## src/design/hts_pkg.sv

```systemverilog
// Package for the HTML tag stripper: scan phase codes, result entry type
// and the character constants. No dependencies.
`default_nettype none
package hts_pkg;

  // Scan phase, one-hot
  typedef enum logic [6:0] {
    PH_TEXT           = 7'b0000001,
    PH_OPEN           = 7'b0000010,
    PH_OPEN_B         = 7'b0000100,
    PH_OPEN_BANG      = 7'b0001000,
    PH_OPEN_BANG_DASH = 7'b0010000,
    PH_TAG            = 7'b0100000,
    PH_COMMENT        = 7'b1000000
  } phase_t;

  // One result of the stripper
  typedef struct packed {
    logic [7:0] data;   // plain-text byte
    logic       valid;  // 0 for a bare end marker
    logic       last;   // last result of the document
  } entry_t;

  localparam int QDepth = 4;
  localparam int QAw    = $clog2(QDepth);

  localparam logic [7:0] ChLt    = 8'h3C;  // '<'
  localparam logic [7:0] ChGt    = 8'h3E;  // '>'
  localparam logic [7:0] ChBang  = 8'h21;  // '!'
  localparam logic [7:0] ChDash  = 8'h2D;  // '-'
  localparam logic [7:0] ChSpace = 8'h20;
  localparam logic [7:0] ChTab   = 8'h09;
  localparam logic [7:0] ChCr    = 8'h0D;
  localparam logic [7:0] ChLf    = 8'h0A;
  localparam logic [7:0] ChBLc   = 8'h62;  // 'b'
  localparam logic [7:0] ChPLc   = 8'h70;  // 'p'
  localparam logic [7:0] ChRLc   = 8'h72;  // 'r'
  localparam logic [7:0] ChNul   = 8'h00;

endpackage
`default_nettype wire

```

## src/design/html_tag_stripper_top.sv

```systemverilog
// HTML tag stripper top level: byte scanner plus a four-entry result queue.
// Depends on hts_pkg.
//
// Usage: raw HTML enters one byte per request on the in_ stream (in_tdata
// byte, in_tlast on the final byte of a document). Plain text leaves on the
// out_ stream: out_tdata is the byte, out_tuser is 1 for a real byte and 0
// for a bare end marker, out_tlast flags the last result of the document.
// Each input byte yields zero, one or two results; a final byte with no
// result yields one bare end marker.
// Throughput: one byte per cycle while in_tready is high. The scanner state
// updates in the accept cycle and results go into a four-entry queue drained
// one per cycle while out_tready is high; a <P tag can give two newlines, so
// in_tready drops while more than two results are queued.
// Reset (rst_n low, synchronous): scanner returns to text phase, the queue
// empties. A stalled receiver lets more than two results build up, after which
// in_tready goes low until room for two results returns.
`default_nettype none
module html_tag_stripper_top
  import hts_pkg::*;
(
  input  wire logic       clk,
  input  wire logic       rst_n,
  input  wire logic       in_tvalid,
  output logic            in_tready,
  input  wire logic [7:0] in_tdata,   // [7:0] in_byte
  input  wire logic       in_tlast,   // in_last
  output logic            out_tvalid,
  input  wire logic       out_tready,
  output logic [7:0]      out_tdata,  // [7:0] out_byte
  output logic            out_tuser,  // out_valid
  output logic            out_tlast   // out_last
);

  // Scanner state
  phase_t     phase_r, phase_nxt;
  logic [1:0] dash_r, dash_nxt;
  logic       white_r, white_nxt;
  logic [1:0] nlrun_r, nlrun_nxt;
  logic       emitted_r, emitted_nxt;

  // Result queue
  entry_t         q_r [QDepth];
  logic [QAw-1:0] wr_r, rd_r;
  logic [QAw:0]   cnt_r;

  logic       in_acc, out_acc;
  logic [7:0] b, lc;
  entry_t     r0, r1;
  logic [1:0] nres;
  logic       is_ws;

  assign in_tready = (cnt_r <= (QAw+1)'(QDepth - 2));
  assign in_acc    = in_tvalid && in_tready;
  assign out_tvalid = (cnt_r != '0);
  assign out_acc   = out_tvalid && out_tready;

  assign b     = in_tdata;
  assign lc    = in_tdata | 8'h20;
  assign is_ws = (b == ChSpace) || (b == ChTab) || (b == ChCr) || (b == ChLf);

  // Next state and results of the current byte
  always_comb begin
    phase_nxt   = phase_r;
    dash_nxt    = dash_r;
    white_nxt   = white_r;
    nlrun_nxt   = nlrun_r;
    emitted_nxt = emitted_r;
    nres        = 2'd0;
    r0          = '{data: ChLf, valid: 1'b1, last: 1'b0};
    r1          = '{data: ChLf, valid: 1'b1, last: 1'b0};
    unique case (phase_r)
      PH_OPEN: begin
        if (b == ChGt) begin
          phase_nxt = PH_TEXT;
        end else if (b == ChBang) begin
          phase_nxt = PH_OPEN_BANG;
        end else if (lc == ChBLc) begin
          phase_nxt = PH_OPEN_B;
        end else if (lc == ChPLc) begin
          // top the newline run up to two
          nres      = (nlrun_r == 2'd0) ? 2'd2 : ((nlrun_r == 2'd1) ? 2'd1 : 2'd0);
          if (nlrun_r < 2'd2) emitted_nxt = 1'b1;
          nlrun_nxt = 2'd2;
          white_nxt = 1'b1;
          phase_nxt = PH_TAG;
        end else begin
          phase_nxt = PH_TAG;
        end
      end
      PH_OPEN_B: begin
        if (b == ChGt) begin
          phase_nxt = PH_TEXT;
        end else begin
          if (lc == ChRLc) begin
            nres        = 2'd1;
            emitted_nxt = 1'b1;
            white_nxt   = 1'b1;
            if (nlrun_r < 2'd2) nlrun_nxt = nlrun_r + 2'd1;
          end
          phase_nxt = PH_TAG;
        end
      end
      PH_OPEN_BANG: begin
        if (b == ChGt)        phase_nxt = PH_TEXT;
        else if (b == ChDash) phase_nxt = PH_OPEN_BANG_DASH;
        else                  phase_nxt = PH_TAG;
      end
      PH_OPEN_BANG_DASH: begin
        if (b == ChGt) begin
          phase_nxt = PH_TEXT;
        end else if (b == ChDash) begin
          phase_nxt = PH_COMMENT;
          dash_nxt  = 2'd0;
        end else begin
          phase_nxt = PH_TAG;
        end
      end
      PH_TAG: begin
        if (b == ChGt) phase_nxt = PH_TEXT;
      end
      PH_COMMENT: begin
        if (b == ChDash) begin
          if (dash_r < 2'd2) dash_nxt = dash_r + 2'd1;
        end else if ((b == ChGt) && (dash_r >= 2'd2)) begin
          phase_nxt = PH_TEXT;
          dash_nxt  = 2'd0;
        end else begin
          dash_nxt = 2'd0;
        end
      end
      default: begin
        // text phase, and any unused code
        phase_nxt = PH_TEXT;
        if (b == ChLt) begin
          phase_nxt = PH_OPEN;
        end else if (is_ws) begin
          if (!white_r && emitted_r) begin
            nres        = 2'd1;
            r0.data     = ChSpace;
            emitted_nxt = 1'b1;
          end
          white_nxt = 1'b1;
        end else begin
          nres        = 2'd1;
          r0.data     = b;
          emitted_nxt = 1'b1;
          white_nxt   = 1'b0;
          nlrun_nxt   = 2'd0;
        end
      end
    endcase

    // end of document: mark the last result, fall back to reset state
    if (in_tlast) begin
      if (nres == 2'd0) begin
        nres = 2'd1;
        r0   = '{data: ChNul, valid: 1'b0, last: 1'b0};
      end
      if (nres == 2'd2) r1.last = 1'b1;
      else              r0.last = 1'b1;
      phase_nxt   = PH_TEXT;
      dash_nxt    = 2'd0;
      white_nxt   = 1'b0;
      nlrun_nxt   = 2'd0;
      emitted_nxt = 1'b0;
    end
  end

  // Scanner state registers
  always_ff @(posedge clk) begin
    if (!rst_n) begin
      phase_r   <= PH_TEXT;
      dash_r    <= 2'd0;
      white_r   <= 1'b0;
      nlrun_r   <= 2'd0;
      emitted_r <= 1'b0;
    end else if (in_acc) begin
      phase_r   <= phase_nxt;
      dash_r    <= dash_nxt;
      white_r   <= white_nxt;
      nlrun_r   <= nlrun_nxt;
      emitted_r <= emitted_nxt;
    end
  end

  // Queue pointers and fill count
  logic [1:0] push_n;
  assign push_n = in_acc ? nres : 2'd0;

  always_ff @(posedge clk) begin
    if (!rst_n) begin
      wr_r  <= '0;
      rd_r  <= '0;
      cnt_r <= '0;
    end else begin
      wr_r  <= wr_r + QAw'(push_n);
      if (out_acc) rd_r <= rd_r + QAw'(1);
      cnt_r <= cnt_r + (QAw+1)'(push_n) - (QAw+1)'(out_acc);
    end
  end

  // Queue storage
  always_ff @(posedge clk) begin
    if (push_n != 2'd0) q_r[wr_r] <= r0;
    if (push_n == 2'd2) q_r[wr_r + QAw'(1)] <= r1;
  end

  assign out_tdata = q_r[rd_r].data;
  assign out_tuser = q_r[rd_r].valid;
  assign out_tlast = q_r[rd_r].last;

  // Checks
  a_cnt_bound: assert property (@(posedge clk) disable iff (!rst_n)
    cnt_r <= (QAw+1)'(QDepth))
    else $error("result queue overflow");

  a_cnt_step: assert property (@(posedge clk) disable iff (!rst_n)
    (in_acc && !out_acc) |=> (cnt_r == $past(cnt_r) + (QAw+1)'($past(push_n))))
    else $error("fill count does not follow pushes");

  a_ptr_gap: assert property (@(posedge clk) disable iff (!rst_n)
    (wr_r - rd_r) == cnt_r[QAw-1:0])
    else $error("queue pointers disagree with fill count");

  a_last_reset: assert property (@(posedge clk) disable iff (!rst_n)
    (in_acc && in_tlast) |=> (phase_r == PH_TEXT && !emitted_r && nlrun_r == 2'd0))
    else $error("scanner state not cleared after last byte");

endmodule
`default_nettype wire
```

## config.mk

```make
export PLATFORM = sky130hd
export DESIGN_NAME = html_tag_stripper_top
export DESIGN_NICKNAME = d
export VERILOG_FILES = /design/src/design/hts_pkg.sv /design/src/design/html_tag_stripper_top.sv
export SDC_FILE = /design/constraint.sdc
export NUM_CORES = 1
export LEC_CHECK = 0
export ABC_AREA = 1
export BUFFER_PORTS_ARGS = -buffer_cell sky130_fd_sc_hd__clkbuf_2
export CAP_MARGIN = 10
export CORE_MARGIN = 8
export CORE_UTILIZATION = 30
export CTS_BUF_LIST = sky130_fd_sc_hd__clkbuf_4 sky130_fd_sc_hd__clkbuf_8 sky130_fd_sc_hd__clkbuf_16
export DETAILED_ROUTE_END_ITERATION = 8
export SYNTH_ARGS = -nofsm -noshare
export SYNTH_HDL_FRONTEND = slang
export SYNTH_SLANG_ARGS = --single-unit
```

## constraint.sdc

```tcl
create_clock -name clk -period 4 [get_ports clk]
set_clock_uncertainty 0.2 [all_clocks]
set_input_delay 1.2 -clock clk [delete_from_list [all_inputs] [get_ports clk]]
set_output_delay 1.2 -clock clk [all_outputs]
set_load 0.02 [all_outputs]
```

==> After elaboration in Yosys (flattened, before gate mapping) <==
Memory sizes are Yosys's and may differ from the RTL's. A register that Yosys moved wholly into a read port is not among the register bits.
Cells that the tools add are included.
{ "word_totals": {"ff_bits": 20, "mem_bits_rw": 40, "out_inout_bits": 12, "elab_cells": 160, "n_memories": 1} }
{ "op_classes": {"add_sub_neg": 7, "order_cmp": 4, "eq_ne": 38, "muxes": 82, "n_reduce_logical": 20} }
{ "mem_list": {"columns": ["name", "words", "word_bits", "read_ports", "rd_ports_with_merged_regs", "wr", "line_no", "text"], "rows": [
  ["q_r", 4, 10, 1, 1, 2, "html_tag_stripper_top.sv:42", "entry_t q_r [QDepth];"]
]} }
{ "ops": {"columns": ["op", "count"], "rows": [
  ["$mux W2", 29],
  ["$mux W6", 7],
  ["$mux W7", 6],
  ["$pmux W7 S6", 1],
  ["$eq A8 B6 Y1 const B", 5],
  ["$ne A3 B3 Y1 const B", 13],
  ["$mux W1", 29],
  ["$eq A7 B6 Y1 const B", 4],
  ["$eq A8 B4 Y1 const B", 3],
  ["$mux W8", 3],
  ["$reduce_and A11 Y1", 2],
  ["$mux W10", 2],
  ["$pmux W2 S3", 2],
  ["$reduce_and A9 Y1", 1],
  ["$add A2 B1 Y2 const B", 4],
  ["$ne A4 B2 Y1 const B", 2],
  ["$eq A7 B2 Y1 const B", 1],
  ["$eq A7 B3 Y1 const B", 1],
  ["$eq A7 B4 Y1 const B", 1],
  ["$eq A7 B5 Y1 const B", 1],
  ["$eq A7 B7 Y1 const B", 1],
  ["$pmux W1 S3", 2],
  ["$reduce_bool A3 Y1", 2],
  ["$reduce_or A6 Y1", 1],
  ["other kinds (20)", 28]
]} }

==> Depth between registers and ports, before layout <==
Gate-level depths: netlist (run 1).
{ "logic_depth": {"word_depth": 16, "ltp_mapped": 18} }

==> Least setup slack after synthesis (run 1) <==
No wires, ideal clock.
{ "synth_path": {"path_type": "input to register", "from": "input port in_tdata[3]", "to": "register cnt_r[2]", "setup_time_ps": 120, "arrival_time_ps": 3171, "required_ps": 3680, "slack_ps": 509, "cell_stages": 18, "n_path_buf": 0, "cell_sequence": "inv_1 nand2_1 nor2_2 nand2_1 nand2_2 nand2_2 nand2_1 nand2_2 nand2_4 nand2_4 nand2_8 ha_1 inv_1 ha_1 fa_1 xor2_1 o21ai_0 a21oi_1"} }
{ "synth_between": {"elab_chain_len": 14, "elab_cells_between_ends": 29, "classes_between": "add/sub (2); eq/ne (10); mux (13); reduce/logical (4)"} }
{ "synth_lines": {"columns": ["element", "line_no", "text"], "rows": [
  ["from (decl)", "html_tag_stripper_top.sv:25", "input wire logic [7:0] in_tdata,"],
  ["$eq A8 B6 Y1 / $eq A8 B4 Y1 (equally long branches)", "html_tag_stripper_top.sv:59", "assign is_ws = (b == ChSpace) || (b == ChTab) || (b == ChCr) || (b == ChLf);"],
  ["$logic_or A1 B1 Y1 (3 in series)", "html_tag_stripper_top.sv:59", null],
  ["$mux W2", "html_tag_stripper_top.sv:136", "end else if (is_ws) begin"],
  ["$mux W2", "html_tag_stripper_top.sv:134", "if (b == ChLt) begin"],
  ["$pmux W2 S3 *", "html_tag_stripper_top.sv:71", "unique case (phase_r)"],
  ["$logic_not A2 Y1", "html_tag_stripper_top.sv:155", "if (nres == 2'd0) begin"],
  ["$mux W2", "html_tag_stripper_top.sv:155", null],
  ["$mux W2", "html_tag_stripper_top.sv:154", "if (in_tlast) begin"],
  ["$mux W2 *", "html_tag_stripper_top.sv:154", null],
  ["$mux W2 *", "html_tag_stripper_top.sv:188", "assign push_n = in_acc ? nres : 2'd0;"],
  ["$add A3 B2 Y3 *", "html_tag_stripper_top.sv:198", "cnt_r <= cnt_r + (QAw+1)'(push_n) - (QAw+1)'(out_acc);"],
  ["$sub A3 B1 Y3 *", "html_tag_stripper_top.sv:198", null],
  ["to (signal assigned)", "html_tag_stripper_top.sv:198", null],
  ["to (decl)", "html_tag_stripper_top.sv:44", "logic [QAw:0] cnt_r;"]
]} }
Every way passes the cells marked *; elsewhere a longest branch is shown, timed or not. The select of a mux whose other input is x is not followed.
A chain may end at the register's enable or synchronous reset.

==> Final worst setup path (run 1) <==
{ "layout_path": {"from": "input port in_tdata[7]", "to": "register cnt_r[2]"} }
Same word-level chain as after synthesis.

==> key figures, run 1 <==
Status
  • Status: complete, no violations

Clocking
  • Cts bufs inserted: 9
  • TritonCTS clock tree: yes
  • Post_cts resized: 0
  • Clock Sinks: 62
  • CTS Hold Bufs: 0
  • Root Buffer: clkbuf_16
  • Clk buf depth: 2
  • Clk_lat worst skew: 0.34 ns
  • H-Tree Depth: 3
  • Post-CTS Setup Repair Bufs: 0
  • Worst-path clk slew: approximately 0.05 ns

Routing
  • Vias: 3,646
  • Routed wire length: 10.09 mm
  • Residual DRC count: 0
  • WL/cell: ~14 um
  • Initial DRC Count: 391
  • Vias/cell: between 5 and 6
  • Final antenna-violating net count: 0
  • First-pass iteration count of the detailed router: 5

Worst hold path
  • HP Start: q_r[2][1]
  • Worst Hold End: q_r[2][1]
  • Cell count of the worst hold path: 2
  • Worst hold path type: reg -> reg

Die
  • Die Y: around 130 um
  • # rows: 40
  • Core footprint: 11,910 sq um
  • Die width: 126.1 um
  • DIE AREA: 15,910 sq um
  • Starting Density: 0.3056
  • Io pins: 25

Pwr
  • Power Density: 683.4 nW/um^2
  • Total power: 0.002834 W
  • Leakage dissipation: approximately 1.9 nW
  • Max VDD drop: 194.4 uV

Critical path
  • Worst R2R Start: phase_r[6]
  • Slowest cell on crit path: fa_1
  • Max incr delay on CP: 0.37 ns
  • Crit path max fanout: 7
  • RR Endpoint: cnt_r[2]
  • Crit. End Element: flop
  • Reg2reg setup slack: 1.00 ns
  • CP Cell Sequence: clkbuf_2 -> nor2_2 -> nand3_1 -> nor3_2 -> inv_1 -> nand2_1 -> nand2_2 -> nand2_4 -> nand2_4 -> nand2_8 -> ha_1 -> inv_1 -> ha_1 -> fa_1 -> xor2_1 -> o21ai_0 -> a21oi_1
  • Reg2reg path depth: 16
  • Data arrival time of the critical path: approximately 3.6 ns
  • Crit path buf inv count: 3
  • Critical path class: in -> reg
  • Req. time, crit path: 4.02 ns
  • Levels on crit path: 17
  • Startpoint Class: input port
  • Delay-heaviest family, CP: simple AND/OR/NAND/NOR gates

Synthesis
  • Synth Register Bits: 62
  • Ys Warns: 0
  • Synth Flop Type: dfxtp_1
  • Area contributors post-synth: dfxtp_1, nand2_1, nand3_1, nor2_1, a21oi_1
  • Syn Inst Count: 541
  • Post-synth top area share: 0.3190
  • Post-synth ARST share: 0
  • Syn_nets: about 560
  • Seq/Total Area, Yosys: 0.3520
  • Syn_area_per_cell: 6.728 sq um
  • Count of flip-flops with a built-in enable after synthesis: 4
  • Synthesized area: 3640 sq um
  • Largest area contributor in the netlist: dfxtp_1
  • Post-synthesis cell type count: 34

Global routing
  • Vias in the first global route: around 3,300
  • Largest net degree at the start of global routing: 65
  • Initial antenna violation count: 0
  • GRT Util Overall: 0.1288
  • First-pass GRT wire length: 16.68 mm
  • Remaining global-route overflow: 0

Timing
  • Setup violators final: 0
  • Max Fclk: roughly 280 MHz
  • Fin. Hold Viols: 0
  • Setup TNS: 0 ns
  • Worst slew pin tran: between 0.6 and 0.7 ns
  • Period Utilization, post-route: 0.8852
  • Slew Limit Fails: 0
  • Period minus WS final: 3.541 ns
  • RSZ-0062 raised after global routing: no
  • Worst rel slew slack: 0.5590

Cells and area
  • Fillers: roughly 1,300
  • Fraction of layout cells with a size suffix above 1: 0.1396
  • Fin cells: 713
  • Final Util: 0.3481
  • Register Area: 1281 sq um
  • Diode count: 0
  • Area Growth Syn to Fin: 13.92%
  • Nets: 583
  • Footprint of the multi-input gates: 2043 sq um

Place
  • Dpl cells: approximately 700
  • Routability cong.: 0.9239
  • I/O Buffers: 24
  • Dpl hpwl: 7.176 mm

Flow run
  • Max cap viols: 0
[registers in the layout (all words and copies together), names as in the netlist, named ones only]
| signal | cells |
|---|---|
| emitted_r | 1 |
| dash_r | 2 |
| cnt_r | 3 |
| wr_r | 2 |
| nlrun_r | 2 |
| phase_r | 7 |
| rd_r | 2 |
| white_r | 1 |
| q_r | 40 |
[worst max path at each step]
stage                      from       end  slack, ns
global placement    in_tdata[7]  cnt_r[2]       0.21
global route        in_tdata[7]  cnt_r[2]       0.20
floorplan           in_tdata[3]  cnt_r[2]       0.51
finish              in_tdata[7]  cnt_r[2]       0.46
CTS                 in_tdata[7]  cnt_r[2]       0.50
detailed placement  in_tdata[7]  cnt_r[2]       0.15
[layout make-up]
cell class,count,share of cell area
clock buffer,11,0.05944
clock inverter,4,0.01116
inverter,54,0.04888
multi-input combinational,408,0.4928
sequential,62,0.3090
tap,147,0.04436
timing repair buffer,27,0.03440
[cell families (layout without fill, tap and decap cells)]
group / Yosys count / count (layout) / share of synthesized area
buffers and inverters: 71 / 96 / 0.08663
flip-flops: 62 / 62 / 0.3520
AND/OR/NAND/NOR: 305 / 305 / 0.3895
AO/OA/AOI/OAI: 92 / 92 / 0.1351
adder cells (fa/ha/maj): 8 / 8 / 0.02956
XOR/XNOR: 3 / 3 / 0.007220
[worst register-to-register path, delay by kind of cell, from the launching register on]
family          cells  cell delay [ns]
buf+inv             2             0.10
xor+xnor            1             0.18
flops               1             0.38
simple gates        8             0.99
compound gates      2             0.20
fa+ha+maj           3             0.85
[per-layer routing]
metal  GRT usage  vias to the layer above  wire length [um]
met5           0                        -                 0
met3     0.04346                       12               582
met2      0.2147                      109              4817
li1            -                     1821                 -
met4     0.03397                        0                97
met1      0.1549                     1704              4591
[power breakdown]
group,leakage [nW],switching (W),internal (W),total [W]
Clock,0.149,0.000289,0.000501,0.000789
Sequential,0.521,0.000122,0.000857,0.000979
Combinational,1.27,0.000715,0.000350,0.00107
Total,1.94,0.00113,0.00171,0.00283
[cell usage after synthesis, drive strengths merged (2+ instances only)]
master / instances
a21oi: 39
buf: 6
clkbuf: 11
clkinv: 2
dfxtp: 58
edfxtp: 4
ha: 7
inv: 52
nand2: 119
nand3: 76
nand4: 6
nor2: 92
nor3: 11
o21ai: 38
o22ai: 11
xor2: 3
[metrics by stage]
stage / worst slack, ns / hold slack (ns) / instance area (sq um)
floorplan: 0.5088 / 0.2236 / 3640
global placement: 0.2105 / 0.2332 / 3854
detailed placement: 0.1483 / 0.2390 / 3854
CTS: 0.4957 / 0.2534 / 4146
global route: 0.1969 / 0.2858 / 4146
finish: 0.4593 / 0.2540 / 4146
[cell usage in the layout, fill, tap and decap left out, drive strengths merged]
master	n
a21oi	39
nor2	92
nand2	119
o22ai	11
nand4	6
edfxtp	4
a211oi	1
a21boi	1
o211a	1
xor2	3
or2	1
dfxtp	58
o21ai	38
nor3	11
clkbuf	35
fa	1
clkinv	4
ha	7
nand3	76
inv	53
buf	3
o2111ai	1
bufinv	1
Note: power is estimated with default switching activity, not from simulation.
==> run 2, diff against run 1 <==
Settings changed: ABC_AREA 1 to unset, CTS_CLUSTER_SIZE set to 20.
==> key figures, run 2 <==
Critical path
  • Critical path class: in -> reg
  • Reg2reg path depth: 12 (-4)
  • Req. time, crit path: 4.02 ns (about the same)
  • Crit path max fanout: 5 (-2)
  • Crit. End Element: flop
  • Data arrival time of the critical path: 3.84 ns (+0.28 ns)
  • Startpoint Class: input port

Timing
  • Worst hold margin: 0.2636 ns (+0.009621 ns)
  • Period minus WS final: 3.816 ns (+0.2755 ns)
  • Worst rel slew slack: 0.4869 (-0.07209)
  • RSZ-0062 raised after global routing: no
  • Worst slew pin tran: 0.7616 ns (+0.1008 ns)
  • Period Utilization, post-route: 0.9541 (+0.06887)
  • Fin. Hold Viols: 0 (unchanged)
  • Slew Limit Fails: 0 (unchanged)
  • Setup violators final: 0 (unchanged)
  • Final WS setup: 0.1838 ns (-0.2755 ns)
  • Setup TNS: 0 ns (unchanged)
  • Max Fclk: 262.0 MHz (-7.2%)

Place
  • Placement Setup Slack: -0.1468 ns (-0.2951 ns)
  • I/O Buffers: 24 (unchanged)
  • Dpl hpwl: 7.877 mm (+9.8%)
  • Routability cong.: 0.8467 (-8.4%)

Synthesis
  • Most common cell in the netlist: dfxtp_1
  • Top cells by count, synth: dfxtp_1, o211ai_1, nand2_1
  • Post-synthesis cell type count: 59 (+74%)
  • Seq/Total Area, Yosys: 0.3320 (-0.01997)
  • Post-synth ARST share: 0 (unchanged)
  • Syn_area_per_cell: 8.790 sq um (+31%)
  • Area contributors post-synth: dfxtp_1, o211ai_1, mux4_2, mux2i_1, a21oi_1
  • Synth Area in Compound Gates: 0.2257 (+0.09058)
  • Synthesized area: 3859 sq um (+6.0%)
  • Largest family of logic cells by synthesized area: simple AND/OR/NAND/NOR gates
  • XOR/XNOR Fraction of Synth Area: 0.02497 (+0.01775)
  • Syn_nets: 460 (-18%)
  • Post-synth top area share: 0.3009 (-0.01810)
  • Ys Warns: 0 (unchanged)
  • Largest area contributor in the netlist: dfxtp_1
  • Synth Register Bits: 62 (unchanged)
  • Count of flip-flops with a built-in enable after synthesis: 4 (unchanged)
  • Syn Inst Count: 439 (-19%)
  • Mux cell area share after synthesis: 0.1051 (+0.1051)
  • Simple-gate area share of the yosys netlist: 0.2289 (-0.1606)
  • Adder-cell share of the synthesized area: 0.02789 (-0.001678)
  • Synth Flop Type: dfxtp_1

Cells and area
  • Fraction of layout cells with a size suffix above 1: 0.2075 (+0.06789)
  • Nets: 498 (-15%)
  • Diode count: 0 (unchanged)
  • Most common cell after layout, fill and taps aside: dfxtp_1
  • Most frequent cells in the layout: dfxtp_1, o211ai_1, nand2_1, buf_4, a21oi_1
  • Largest Register: q_r
  • Fillers: 1,277 (-0.93%)
  • Max reg flops: 40 (unchanged)
  • Area Growth Syn to Fin: 20.30%
  • Largest registers: q_r x40, phase_r x7, cnt_r x3

Routing
  • Vias/cell: 5.286 (+3.4%)
  • First-pass iteration count of the detailed router: 4 (-1)
  • Residual DRC count: 0 (unchanged)
  • WL/cell: 15.93 um (+13%)
  • Vias: 3,457 (-5.2%)
  • Routed wire length: 10.42 mm (+3.3%)
  • Initial DRC Count: 217 (-45%)
  • Final antenna-violating net count: 0 (unchanged)

Die
  • Starting Density: 0.3070 (+0.001451)
  • Core footprint: 12,570 sq um (+5.5%)
  • Die Y: 129.4 um (+2.6%)
  • Io pins: 25 (unchanged)
  • # rows: 41 (+2.5%)
  • Die width: 129.4 um (+2.6%)
  • DIE AREA: 16,750 sq um (+5.2%)

Clocking
  • Root Buffer: clkbuf_16
  • Cts bufs inserted: 9 (unchanged)
  • Clk buf depth: 2 (unchanged)
  • Worst-path clk slew: 0.06 ns (about the same)
  • Clock Sinks: 62 (unchanged)
  • TritonCTS clock tree: yes
  • CTS Hold Bufs: 0 (unchanged)
  • Clk_lat worst skew: 0.33 ns (about the same)
  • H-Tree Depth: 3 (unchanged)

Global routing
  • Initial antenna violation count: 0 (unchanged)
  • First-pass GRT wire length: 17.45 mm (+4.6%)
  • Vias in the first global route: 3,475 (+5.3%)
  • Largest net degree at the start of global routing: 29 (-55%)
  • GRT Util Overall: 0.1309 (+0.002090)
  • Remaining global-route overflow: 0 (unchanged)

Worst hold path
  • Worst hold path type: reg -> reg
  • Cell count of the worst hold path: 2 (unchanged)

Flow run
  • Max cap viols: 0 (unchanged)

Pwr
  • Leakage dissipation: 1.806 nW (-7.0%)
  • Total power: 0.002622 W (-7.5%)
  • Power Density: 564.9 nW/um^2 (-17%)
  • Max VDD drop: 193.9 uV (-0.26%)

Status
  • Status: complete, no violations
==> run 2: cell count changes after synthesis, moves of 18 or more <==
cell      delta
o21ai_0     -32
o211ai_1    +42
nand2_1     -66
nand3_1     -62
mux2i_1     +18
nor2_1      -53
inv_1       -32
==> run 2: cells by family (layout without fill, tap and decap cells) <==
group / count (synthesis) / count (layout)
xor gates and xnor gates: 11 / 11
DFF: 62 / 62
muxes: 28 / 28
AOI/OAI and AO/OA: 119 / 119
and+or+nand+nor: 161 / 161
adders and majority gates: 8 / 8
buffers and inverters: 50 / 93
==> run 2: metal layers <==
layer	wire, um	GRT usage
met5	0	0
met4	135	0.04167
met3	418	0.03246
met2	5012	0.2215
met1	4852	0.1595
==> run 2: metrics by stage <==
| step | utilization | cells | instance area [sq um] |
|---|---|---|---|
| final | 0.3693 | 654 | 4642 |
| after global routing | 0.3693 | 654 | 4642 |
| after CTS | 0.3681 | 653 | 4627 |
| after detailed placement | 0.3446 | 637 | 4330 |
| after global placement | 0.3446 | 637 | 4330 |
| after floorplan | - | 439 | 3875 |
==> run 2: worst max-delay path: stages <==
cell and delay (ns):
clkbuf_2 0.13, nand4_1 0.13, or4b_2 0.68, nor2b_1 0.18, nand3_1 0.11, a31oi_1 0.13
inv_1 0.08, ha_1 0.12, inv_1 0.04, ha_1 0.18, fa_1 0.42, xnor2_2 0.17
xnor2_1 0.12, and2_1 0.15
==> run 2: final cells by class <==
type	instances	area, sq um	share of cell area
multi-input cells	327	2387	0.5143
flip-flops and latches	62	1281	0.2760
clock buffers	12	266.5	0.05741
clock inverters	4	30.03	0.006469
repair buffers	62	405.4	0.08733
well taps	172	215.2	0.04636
inverters	15	56.30	0.01213
==> run 2: what timing repair did <==
item | CTS | global route
gates resized for setup | 0 | 1
endpoints found under the setup margin | 0 | 1
buffers inserted | 0 | 1
==> run 2: final timing paths <==
path | start | to | slack, ns
worst max-delay path | in_tdata[3] | cnt_r[2] | 0.18
worst min-delay path | q_r[3][6] | q_r[3][6] | 0.26
worst max register to register | phase_r[4] | cnt_r[2] | 0.54
worst min register to register | q_r[3][6] | q_r[3][6] | 0.26
==> run 2: where the power goes <==
| part | switching (W) | leakage (nW) | internal [W] | total, W |
|---|---|---|---|---|
| Clock | 0.000291 | 0.145 | 0.000471 | 0.000762 |
| Combinational | 0.000444 | 1.15 | 0.000436 | 0.000880 |
| Sequential | 0.000153 | 0.515 | 0.000827 | 0.000980 |
| Total | 0.000889 | 1.81 | 0.00173 | 0.00262 |
==> run 3, diff against run 2 <==
Settings changed: CORE_ASPECT_RATIO set to 0.9.
==> key figures, run 3 (synthesized netlist as in run 2, its figures left out) <==
Critical path
  • Reg2reg path depth: 12 (unchanged)
  • Slowest cell on crit path: or4b_2
  • Startpoint Class: input port
  • Crit. End Element: flop
  • CP Cell Sequence: clkbuf_2 -> nand4_1 -> or4b_2 -> nor2b_1 -> nand3_1 -> a31oi_1 -> inv_1 -> ha_1 -> inv_1 -> ha_1 -> fa_1 -> xnor2_1 -> xnor2_1 -> and2_1
  • Reg2reg setup slack: 0.63 ns (+0.09 ns)
  • RR Endpoint: cnt_r[2]
  • Data arrival time of the critical path: 3.80 ns (-0.04 ns)
  • Req. time, crit path: 4.02 ns (about the same)
  • Critical path class: in -> reg
  • Worst R2R Start: phase_r[4]
  • Max incr delay on CP: 0.66 ns (-0.02 ns)
  • Crit path max fanout: 5 (unchanged)

Cells and area
  • Register Area: 1281 sq um (unchanged)
  • Nets: 499 (+0.20%)
  • Most common cell after layout, fill and taps aside: dfxtp_1
  • Fillers: 1,262 (-1.2%)
  • Largest registers: q_r x40, phase_r x7, cnt_r x3
  • Footprint of the multi-input gates: 2380 sq um (-0.31%)
  • Final Util: 0.3670 (-0.002345)
  • Fraction of layout cells with a size suffix above 1: 0.2029 (-0.004570)
  • Diode count: 0 (unchanged)
  • Max reg flops: 40 (unchanged)
  • Most frequent cells in the layout: dfxtp_1, o211ai_1, nand2_1, buf_4, a21oi_1
  • Largest Register: q_r
  • Area Growth Syn to Fin: 20.20% (about the same)

Clocking
  • Root Buffer: clkbuf_16
  • Clk buf depth: 2 (unchanged)
  • Cts bufs inserted: 9 (unchanged)
  • TritonCTS clock tree: yes
  • Clock Sinks: 62 (unchanged)
  • Post_cts resized: 0 (unchanged)
  • Post-CTS Setup Repair Bufs: 0 (unchanged)
  • Worst-path clk slew: 0.06 ns (about the same)
  • CTS Hold Bufs: 0 (unchanged)
  • Clk_lat worst skew: 0.33 ns (about the same)
  • H-Tree Depth: 3 (unchanged)

Place
  • Dpl hpwl: 8.002 mm (+1.6%)
  • Placement Setup Slack: -0.1092 ns (+0.03758 ns)
  • Routability cong.: 0.8753 (+3.4%)
  • I/O Buffers: 24 (unchanged)

Pwr
  • Total power: 0.002620 W (about the same)
  • Switching power: 0.0008827 W (-0.69%)
  • Net Sw Frac: 0.3369 (-0.002011)
  • Power Density: 564.8 nW/um^2 (about the same)
  • Clock power frac: 0.289 (-0.002)
  • Max VDD drop: 292.2 uV (+51%)
  • Leakage dissipation: 1.796 nW (-0.56%)
  • Comb pwr share: 0.334 (-0.002)
  • Flop pwr share: 0.377 (+0.003)
  • Internal Power: 0.001737 W (+0.21%)

Routing
  • WL/cell: 16.33 um (+2.5%)
  • Routed wire length: 10.57 mm (+1.4%)
  • Final antenna-violating net count: 0 (unchanged)
  • Initial DRC Count: 325 (+50%)
  • Residual DRC count: 0 (unchanged)
  • Vias: 3,486 (+0.84%)
  • First-pass iteration count of the detailed router: 5 (+1)
  • Vias/cell: 5.388 (+1.9%)

Timing
  • Period Utilization, post-route: 0.9441 (-0.009966)
  • Slew Limit Fails: 0 (unchanged)
  • RSZ-0062 raised after global routing: no
  • Worst rel slew slack: 0.5262 (+0.03933)
  • Final WS setup: 0.2236 ns (+0.03986 ns)
  • Setup violators final: 0 (unchanged)
  • Worst hold margin: 0.2664 ns (+0.002833 ns)
  • Max Fclk: 264.8 MHz (+1.1%)
  • Worst slew pin tran: 0.7097 ns (-0.05192 ns)
  • Period minus WS final: 3.776 ns (-0.03986 ns)
  • Fin. Hold Viols: 0 (unchanged)

Die
  • Io pins: 25 (unchanged)
  • Core footprint: 12,640 sq um (+0.56%)
  • # rows: 39 (-4.9%)
  • Die width: 135.5 um (+4.7%)
  • Die Y: 123.6 um (-4.5%)
  • DIE AREA: 16,750 sq um (about the same)
  • Starting Density: 0.3053 (-0.001702)

Worst hold path
  • Cell count of the worst hold path: 2 (unchanged)
  • Worst hold path type: reg -> reg
  • HP Start: dash_r[0]
  • Worst Hold End: dash_r[0]

Global routing
  • Remaining global-route overflow: 0 (unchanged)
  • Vias in the first global route: 3,540 (+1.9%)
  • Largest net degree at the start of global routing: 29 (unchanged)
  • Initial antenna violation count: 0 (unchanged)
  • GRT Util Overall: 0.1315 (+0.0006768)
  • First-pass GRT wire length: 17.57 mm (+0.67%)

Flow run
  • Max cap viols: 0 (unchanged)

Status
  • Status: complete, no violations
[run 3: cell count changes in the layout (fill, tap and decap cells not counted), sizes merged]
cell and delta:
buf +1, bufinv +1, clkbuf -3, clkinvlp +2
[run 3: metrics by stage]
stage	instances	cell area, sq um	TNS, ns
finish	647	4638	0
global route	647	4638	0
CTS	647	4638	0
detailed placement	631	4348	-0.1092
global placement	631	4348	-0.03006
floorplan	439	3875	0
[run 3: worst max-delay path: cells and delay by family]
family,cells,cell delay [ns]
AOI/OAI and AO/OA,1,0.13
xor gates and xnor gates,2,0.30
adders and majority gates,3,0.68
buffers and inverters,3,0.24
and+or+nand+nor,5,1.25
[run 3: area by class of cell]
cell class / instances / share of cell area
sequential: 62 / 0.2762
inverter: 15 / 0.01214
multi-input combinational: 327 / 0.5131
clock buffer: 9 / 0.04856
timing repair buffer: 63 / 0.09172
tap: 164 / 0.04424
clock inverter: 7 / 0.01403
[run 3: layer usage]
layer,up-vias,global-route usage,routed length (um)
met1,1665,0.1688,4963
met3,10,0.03589,545
met4,0,0.03881,137
met2,94,0.2122,4920
li1,1717,-,-
met5,-,0,0
[run 3: how the worst max path moves through the flow]
stage,cells past startpoint,start,to,slack [ns]
after floorplan,14,in_tdata[4],cnt_r[2],0.02
after global placement,14,in_tdata[3],cnt_r[2],-0.03
after detailed placement,14,in_tdata[3],cnt_r[2],-0.11
after CTS,14,in_tdata[3],cnt_r[2],0.23
after global routing,14,in_tdata[3],cnt_r[2],0.04
final,14,in_tdata[3],cnt_r[2],0.22
[run 3: power by group through the flow]
stage,registers [W],clock network (W),logic [W]
after floorplan,0.000907,0,0.000694
after global placement,0.000990,0,0.000866
after detailed placement,0.000999,0,0.000888
after CTS,0.000988,0.000773,0.000890
after global routing,0.00102,0.000803,0.000972
final,0.000986,0.000758,0.000875
